File: src/sbr_pkg.sv
// Shared types and constants for the stack blur frame store.
// Used by every module of the block but sbr_ram; depends on nothing.
package sbr_pkg;

   localparam int PIX_W = 32;
   localparam int CHAN_N = 4;
   localparam int SUM_W = 24;
   localparam int EDGE_W = 16;
   localparam int DIVR_W = 16;
   localparam int RAD_W = 8;
   localparam int TAP_W = 9;

   localparam logic [1:0] ACT_LOAD = 2'd0;
   localparam logic [1:0] ACT_RUN = 2'd1;
   localparam logic [1:0] ACT_READ = 2'd2;

   localparam logic [1:0] CSR_WIDTH = 2'd0;
   localparam logic [1:0] CSR_HEIGHT = 2'd1;
   localparam logic [1:0] CSR_RADIUS = 2'd2;

   typedef enum logic [2:0] {
      OP_NONE,
      OP_CLEAR,
      OP_INIT,
      OP_TAKE_A,
      OP_TAKE_B,
      OP_TAKE_C
   } dp_op_type;

   typedef struct packed {
      dp_op_type op;
      logic      rd_en;
      logic      wr_en;
      logic      cols;
      logic      to_in;
      logic      div_start;
   } dp_cmd_type;

endpackage

File: src/sbr_ctrl.sv
// Sequencer for the blur run: walks passes, lines, window taps and pixels.
// Depends on sbr_pkg; drives the datapath by command struct.
module sbr_ctrl #(
   parameter int LW = 9,
   parameter int WW = 9,
   parameter int HW = 9
) (
   input  logic                      clock,
   input  logic                      reset,
   input  logic                      start,
   input  logic [WW-1:0]             eff_w,
   input  logic [HW-1:0]             eff_h,
   input  logic [sbr_pkg::RAD_W-1:0] eff_r,
   input  logic                      div_done,
   output logic                      busy,
   output sbr_pkg::dp_cmd_type       cmd,
   output logic [LW-1:0]             pos,
   output logic [LW-1:0]             line,
   output logic [sbr_pkg::TAP_W-1:0] wgt
);

   localparam int TW = ((LW > sbr_pkg::TAP_W) ? LW : sbr_pkg::TAP_W) + 2;

   typedef enum logic [3:0] {
      S_IDLE, S_LINE, S_INIT_RD, S_INIT_ACC, S_DIV, S_DIV_WAIT,
      S_WRITE, S_RD_A, S_GET_A, S_GET_B, S_GET_C
   } state_type;

   state_type                 state_ff;
   logic                      cols_ff;
   logic [LW-1:0]             line_ff;
   logic [LW-1:0]             k_ff;
   logic [sbr_pkg::TAP_W-1:0] i_ff;
   logic [sbr_pkg::RAD_W-1:0] r_ff;

   logic [TW-1:0] n_last;
   logic [TW-1:0] lines_last;
   logic [TW-1:0] r_ext;
   logic [TW-1:0] i_ext;
   logic [TW-1:0] k_ext;
   logic [TW-1:0] t_val;
   logic [TW-1:0] span;

   always_comb begin
      r_ext = TW'(r_ff);
      i_ext = TW'(i_ff);
      k_ext = TW'(k_ff);
      span = (r_ext << 1) + TW'(1);
      n_last = cols_ff ? TW'(eff_h) - TW'(1) : TW'(eff_w) - TW'(1);
      lines_last = cols_ff ? TW'(eff_w) - TW'(1) : TW'(eff_h) - TW'(1);
      cmd = '{op: sbr_pkg::OP_NONE, rd_en: 1'b0, wr_en: 1'b0, cols: cols_ff,
              to_in: (i_ff > sbr_pkg::TAP_W'(r_ff)), div_start: 1'b0};
      t_val = '0;
      wgt = (i_ext < r_ext) ? sbr_pkg::TAP_W'(i_ext + TW'(1))
                            : sbr_pkg::TAP_W'(span - i_ext);
      unique case (state_ff)
         S_IDLE: ;
         S_LINE: cmd.op = sbr_pkg::OP_CLEAR;
         S_INIT_RD: begin
            cmd.rd_en = 1'b1;
            t_val = (i_ext < r_ext) ? '0 : i_ext - r_ext;
         end
         S_INIT_ACC: cmd.op = sbr_pkg::OP_INIT;
         S_DIV: cmd.div_start = 1'b1;
         S_DIV_WAIT: ;
         S_WRITE: begin
            cmd.wr_en = 1'b1;
            t_val = k_ext;
         end
         S_RD_A: begin
            cmd.rd_en = 1'b1;
            t_val = (k_ext < r_ext) ? '0 : k_ext - r_ext;
         end
         S_GET_A: begin
            cmd.op = sbr_pkg::OP_TAKE_A;
            cmd.rd_en = 1'b1;
            t_val = k_ext + r_ext + TW'(1);
         end
         S_GET_B: begin
            cmd.op = sbr_pkg::OP_TAKE_B;
            cmd.rd_en = 1'b1;
            t_val = k_ext + TW'(1);
         end
         S_GET_C: cmd.op = sbr_pkg::OP_TAKE_C;
         default: ;
      endcase
      if (t_val > n_last) begin
         t_val = n_last;
      end
      pos = LW'(t_val);
   end

   always_ff @(posedge clock) begin
      if (reset) begin
         state_ff <= S_IDLE;
         cols_ff <= 1'b0;
         line_ff <= '0;
         k_ff <= '0;
         i_ff <= '0;
         r_ff <= '0;
      end else begin
         unique case (state_ff)
            S_IDLE: begin
               if (start && eff_r != '0) begin
                  r_ff <= eff_r;
                  cols_ff <= 1'b0;
                  line_ff <= '0;
                  state_ff <= S_LINE;
               end
            end
            S_LINE: begin
               i_ff <= '0;
               state_ff <= S_INIT_RD;
            end
            S_INIT_RD: state_ff <= S_INIT_ACC;
            S_INIT_ACC: begin
               if (i_ext == span - TW'(1)) begin
                  k_ff <= '0;
                  state_ff <= S_DIV;
               end else begin
                  i_ff <= i_ff + sbr_pkg::TAP_W'(1);
                  state_ff <= S_INIT_RD;
               end
            end
            S_DIV: state_ff <= S_DIV_WAIT;
            S_DIV_WAIT: begin
               if (div_done) begin
                  state_ff <= S_WRITE;
               end
            end
            S_WRITE: state_ff <= S_RD_A;
            S_RD_A: state_ff <= S_GET_A;
            S_GET_A: state_ff <= S_GET_B;
            S_GET_B: state_ff <= S_GET_C;
            S_GET_C: begin
               if (k_ext == n_last) begin
                  if (TW'(line_ff) == lines_last) begin
                     line_ff <= '0;
                     if (cols_ff) begin
                        cols_ff <= 1'b0;
                        state_ff <= S_IDLE;
                     end else begin
                        cols_ff <= 1'b1;
                        state_ff <= S_LINE;
                     end
                  end else begin
                     line_ff <= line_ff + LW'(1);
                     state_ff <= S_LINE;
                  end
               end else begin
                  k_ff <= k_ff + LW'(1);
                  state_ff <= S_DIV;
               end
            end
            default: state_ff <= S_IDLE;
         endcase
      end
   end

   assign busy = (state_ff != S_IDLE);
   assign line = line_ff;

endmodule

File: config.mk
export PLATFORM = sky130hd
export DESIGN_NAME = sbr_ctrl
export DESIGN_NICKNAME = d
export VERILOG_FILES = /design/src/sbr_pkg.sv /design/src/sbr_ctrl.sv
export SDC_FILE = /design/constraint.sdc
export NUM_CORES = 1
export LEC_CHECK = 0
export BUFFER_PORTS_ARGS = -buffer_cell sky130_fd_sc_hd__buf_2
export CAP_MARGIN = 20
export CORE_UTILIZATION = 61
export CTS_CLUSTER_SIZE = 20
export DETAILED_ROUTE_END_ITERATION = 10
export GPL_TIMING_DRIVEN = 0
export PLACE_DENSITY = 0.83
export SLEW_MARGIN = 20
export SYNTH_ARGS = -nofsm -noshare
export SYNTH_HDL_FRONTEND = slang
export SYNTH_SLANG_ARGS = --single-unit
File: constraint.sdc
create_clock -name clock -period 5.3 [get_ports clock]
set_input_delay 0.53 -clock clock [delete_from_list [all_inputs] [get_ports clock]]
set_output_delay 0.53 -clock clock [all_outputs]
set_load 0.02 [all_outputs]
**After elaboration in Yosys (flattened, before gate mapping)**

Index checks and enable logic that the tools add are counted.

- Register bits: 40
- Input bits: 30

- Add/sub/neg operators: 14
- Magnitude comparators: 4
- Equality and inequality tests: 20
- Multiplexer cells: 32
- Reductions and logical operators: 14

Operators with widths:

| cell | count |
|---|---|
| $mux W9 | 8 |
| $pmux W11 S5 | 1 |
| $pmux W9 S2 | 3 |
| $mux W11 | 4 |
| $pmux W4 S11 | 1 |
| $add A9 B1 Y9 const B | 4 |
| $eq A9 B11 Y1 | 3 |
| $add A9 B1 Y10 const B | 2 |
| $sub A9 B1 Y10 const B | 2 |
| $sub A9 B8 Y10 | 2 |
| $lt A9 B8 Y1 | 2 |
| $eq A4 B3 Y1 const B | 4 |
| $mux W4 | 4 |
| $pmux W3 S5 | 1 |
| $ne A2 B2 Y1 const B | 7 |
| $eq A4 B4 Y1 const B | 3 |
| $add A10 B1 Y11 const B | 1 |
| $gt A11 B11 Y1 | 1 |
| $sub A10 B1 Y11 const B | 1 |
| $add A9 B8 Y10 | 1 |
| $gt A9 B8 Y1 | 1 |
| $sub A9 B9 Y9 | 1 |
| $eq A4 B2 Y1 const B | 2 |
| $mux W1 | 8 |
| other kinds (12) | 17 |

**Logic depth before layout (Yosys ltp)**

- Depth after elaboration: 6
- Gate-level depth with buffers: 20

**Worst setup path after synthesis**

OpenSTA, ideal clock, no wires.

- Path kind: register to output
- Start point: register k_ff[0]
- End point: output port pos[0]
- Arrival: 4125 ps
- Slack: 645 ps
- Stages on the path, launching flop included: 19
- Buffers on the path: 0
- Cells stage by stage: dfxtp_1 inv_1 ha_1 inv_1 fa_1 a21o_1 a21oi_1 o31ai_1 a41o_1 a221o_1 a221o_1 ha_1 o21a_1 o21ai_0 nand2b_1 a21oi_1 a41oi_1 nand2_1 mux2i_1

- Word-level cells in the longest chain between the ends: 5
- Elaborated cells on any way between the ends: 9

Ends and longest elaborated chain:

| item | line | text |
|---|---|---|
| start: declaration | sbr_ctrl.sv:32 | `logic [LW-1:0] k_ff;` |
| start signal: assignment | sbr_ctrl.sv:151 | `k_ff <= k_ff + LW'(1);` |
| $add A9 B8 Y10 (tied with other cells) | sbr_ctrl.sv:77 | `t_val = k_ext + r_ext + TW'(1);` |
| $add A10 B1 Y11 / $mux W11 (equally long branches) | sbr_ctrl.sv:77, sbr_ctrl.sv:72 |  |
| $pmux W11 S5 (*) | sbr_ctrl.sv:56 | `unique case (state_ff)` |
| $gt A11 B11 Y1 | sbr_ctrl.sv:87 | `if (t_val > n_last) begin` |
| $mux W9 (*) | sbr_ctrl.sv:87 |  |
| end: declaration | sbr_ctrl.sv:17 | `output logic [LW-1:0] pos,` |

Mark *: on every way between the ends. The rest lies on a longest branch, timed or not.

**Worst setup path after layout**

- Start point: register k_ff[0]
- End point: output port pos[8]

The elaborated chain is that of the path after synthesis.

==> out/metrics.cfg <==
[synth]
synthDistinctLibCells = 77
yosys.area_share.simple = 0.247
synth_largest_area_cell = sky130_fd_sc_hd__dfxtp_1
ys_top_cells_by_area = sky130_fd_sc_hd__dfxtp_1 (14%), sky130_fd_sc_hd__ha_1 (11%), sky130_fd_sc_hd__nor2_1 (4.3%)
synth-seq-cells = 40
synth_sequential_area_ratio = 0.144
post-synth-top-area-fraction = 0.144
synthFlopType = sky130_fd_sc_hd__dfxtp_1
synthCells = 754
synth_area_um2 = 5570
post_synth_xor_area_fraction = 0.0750
synth_compound_area_frac = 0.289
yosys_warnings = 0
synth_fp_nets = 835
edff_count_synth = 0
synthArstFlopShare = 0
muxShareOfSynthArea = 0.0537
dominant_combinational_cell_family_by_area_after_synthesis = compound AO/OA/AOI/OAI gates
post_synth.cell_area_avg_um2 = 7.39
synth_adder_area_share = 0.120

[timing]
finalCritPeriodShare = 0.976
final_hold_viol_count = 0
max_slew.worst_pin.slew_ns = 1.13
fin_setup_tns_ns = 0
achievable-frequency_ghz = 0.193
setup-violations-final = 0
min_period_ns = 5.17
fin_skew_ns = 0.00979
slew_viol_final = 0
relSlewSlack = 0.242

[flow_run]
drv_cap = 0

[drt]
count_of_unresolved_drc_violations_after_routing = 0
drt-total-wl_um = 17800
remaining_antenna_violation_count = 0
routed_via_density = 6.62
routed-via-count = 6200
drt_first_pass_iters = 6
detailedRoute.firstIterationViolations = 480
routed_wire_length_per_instance_um = 19.0

[layout]
area_growth_syn_to_layout_pct = 11.5
insertedDiodeCount = 0
finalNetCount = 908
n_fill_cell = 740
post_route_cells_drive_above_1_share = 0.153
cell_area_after_layout_um2 = 6210

[global_route]
track_usage = 0.369
global_route.overflow_total = 0
grt_max_degree = 14
wire_length_of_the_first_global_routing_pass_um = 28600
antenna_violations_before_repair = 0
first_global_vias = 5883

[floorplanning]
fp.dieW_um = 97.6
design.core.area_um2 = 8760
die_height_um = 97.6
row_count = 34
initial_core_util = 0.636
ios = 66
die-area_um2 = 9520

[run_status]
result_of_the_run = completed

[power]
vdd_drop_max_mv = 0.149
total_power_uw = 1000
power_density_nw_per_um2 = 161
total_leakage_power_uw = 0.00261

[critical_path]
worst_r2r_endpoint = line[4]$_SDFFE_PP0P_
setup.reg_to_reg.worst_slack_ns = 1.58
arrival_ns = 4.64
crit_fanout = 9
timing.rr.start = cols_ff$_SDFFE_PP0P_
required_ns = 4.77
startpoint_type = register
reg2regPathDepth = 11
sort_of_element_at_the_end_of_the_critical_path = output pin
worstSetupPathType = reg -> out

[clock_network]
tritoncts_num_sinks = 40
ctsRootBufferMaster = sky130_fd_sc_hd__clkbuf_8
clk_transition_reported_paths_ns = 0.08
number_of_buffers_added_by_the_clock_tree_synthesis_step = 5
holdBufCountCts = 0
clock_tree.htree_level_count = 2
tritoncts = built
max-clock-path-buffers = 2
clock_insertion_delay_worst_skew_ns = 0.31

[min_path]
hold-path-endpoint = r_ff[0]$_SDFFE_PP0P_
hold_path_depth = 3
hp-start = eff_r[0]
hp-class = in -> reg

[placed_design]
gp_congestion = 0.961
port-buffer-count = 58
dp_hpwl_um = 14000
placement.cell_area_um2 = 6000

[cell usage in the layout, fill, tap and decap left out, drive strengths merged, types with 24 or more instances in the layout]
cell / n
a21oi: 47
a31oi: 28
buf: 78
clkbuf: 41
dfxtp: 40
ha: 47
inv: 52
nand2: 32
nand3: 36
nor2: 64
o21ai: 45
xnor2: 24
[metrics by stage]
step                      hold slack (ns)  cells  setup WS [ns]  utilization
after floorplan                     0.484    754          0.645            -
after global placement              0.539    920          0.117        0.684
after detailed placement            0.552    920         0.0307        0.684
after CTS                           0.477    930        0.00255        0.698
after global routing                0.483    936         -0.165        0.709
final                               0.477    936          0.129        0.709
[routing by layer]
| metal | GRT usage | vias to the layer above | share of wire |
|---|---|---|---|
| met3 | 0.0496 | 51 | 0.078 |
| met1 | 0.447 | 2876 | 0.40 |
| met4 | 0.171 | 0 | 0.045 |
| met2 | 0.642 | 319 | 0.47 |
| met5 | 0 | - | 0 |
| li1 | - | 2954 | - |
[sequential cells by signal, indices dropped and copies added (netlist names)]
register and count:
i_ff 9, cols_ff 1, state_ff 4, r_ff 8
line 9, k_ff 9
[cell usage after synthesis, types with 12 or more instances]
| library cell | number |
|---|---|
| sky130_fd_sc_hd__dfxtp_1 | 40 |
| sky130_fd_sc_hd__ha_1 | 47 |
| sky130_fd_sc_hd__nor2_1 | 64 |
| sky130_fd_sc_hd__and3_1 | 15 |
| sky130_fd_sc_hd__o21ai_0 | 44 |
| sky130_fd_sc_hd__a21oi_1 | 47 |
| sky130_fd_sc_hd__nand4_1 | 12 |
| sky130_fd_sc_hd__mux2i_1 | 22 |
| sky130_fd_sc_hd__nand2_1 | 32 |
| sky130_fd_sc_hd__xor2_1 | 16 |
| sky130_fd_sc_hd__xnor2_1 | 24 |
| sky130_fd_sc_hd__inv_1 | 53 |
| sky130_fd_sc_hd__clkbuf_1 | 35 |
| sky130_fd_sc_hd__nor3_1 | 22 |
| sky130_fd_sc_hd__a31oi_1 | 28 |
| sky130_fd_sc_hd__nand2b_1 | 14 |
| sky130_fd_sc_hd__nand3_1 | 36 |
[worst max-delay path by stage]
stage | from | endpoint | slack (ns)
floorplan | k_ff[0]$_SDFFE_PP0P_ | pos[0] | 0.65
global placement | k_ff[0]$_SDFFE_PP0P_ | pos[5] | 0.12
detailed placement | k_ff[0]$_SDFFE_PP0P_ | pos[5] | 0.03
CTS | k_ff[0]$_SDFFE_PP0P_ | pos[5] | 0.003
global route | i_ff[0]$_SDFFE_PP0P_ | pos[8] | -0.16
finish | k_ff[0]$_SDFFE_PP0P_ | pos[8] | 0.13
[repair_timing]
item,CTS,global route
buffers inserted,2,6
resized for setup,3,16
pin swaps,1,3
setup endpoints to repair,8,9
[kinds of logic (layout without fill, tap and decap cells)]
| kind of cell | count (synthesis) | in the layout |
|---|---|---|
| buffers and inverters | 100 | 174 |
| adders and majority gates | 51 | 51 |
| and+or+nand+nor | 257 | 257 |
| AOI/OAI and AO/OA | 234 | 234 |
| muxes | 29 | 29 |
| DFF | 40 | 40 |
| xor gates and xnor gates | 43 | 43 |
[where the power goes]
part           internal (µW)  switching [µW]
registers                308            10.3
logic                    175             275
clock network            106             126
[critical path: stages, from the launching register on]
cell and delay [ns]:
sky130_fd_sc_hd__dfxtp_2 0.38, sky130_fd_sc_hd__inv_4 0.10, sky130_fd_sc_hd__ha_1 0.15, sky130_fd_sc_hd__inv_1 0.06, sky130_fd_sc_hd__fa_1 0.39, sky130_fd_sc_hd__a21o_1 0.20
sky130_fd_sc_hd__a21oi_2 0.17, sky130_fd_sc_hd__o31ai_2 0.12, sky130_fd_sc_hd__a41o_2 0.31, sky130_fd_sc_hd__a221o_1 0.32, sky130_fd_sc_hd__a221o_1 0.40, sky130_fd_sc_hd__ha_1 0.33
sky130_fd_sc_hd__o21a_1 0.11, sky130_fd_sc_hd__o21ai_0 0.07, sky130_fd_sc_hd__nand2b_1 0.08, sky130_fd_sc_hd__a21oi_1 0.07, sky130_fd_sc_hd__a41oi_1 0.39, sky130_fd_sc_hd__nand2_4 0.16
sky130_fd_sc_hd__buf_4 0.19, sky130_fd_sc_hd__mux2i_1 0.15, sky130_fd_sc_hd__buf_2 0.19
[final cells by class]
cell class | count | area, µm² | share of cell area
well taps | 108 | 135 | 0.0218
plain buffers | 47 | 203 | 0.0326
repair buffers | 66 | 353 | 0.0568
multi-input cells | 614 | 4410 | 0.711
flip-flops and latches | 40 | 805 | 0.130
clock inverters | 2 | 15.0 | 0.00242
clock buffers | 6 | 82.6 | 0.0133
inverters | 53 | 205 | 0.0330
No activity file was read; power rests on OpenSTA's default activity.
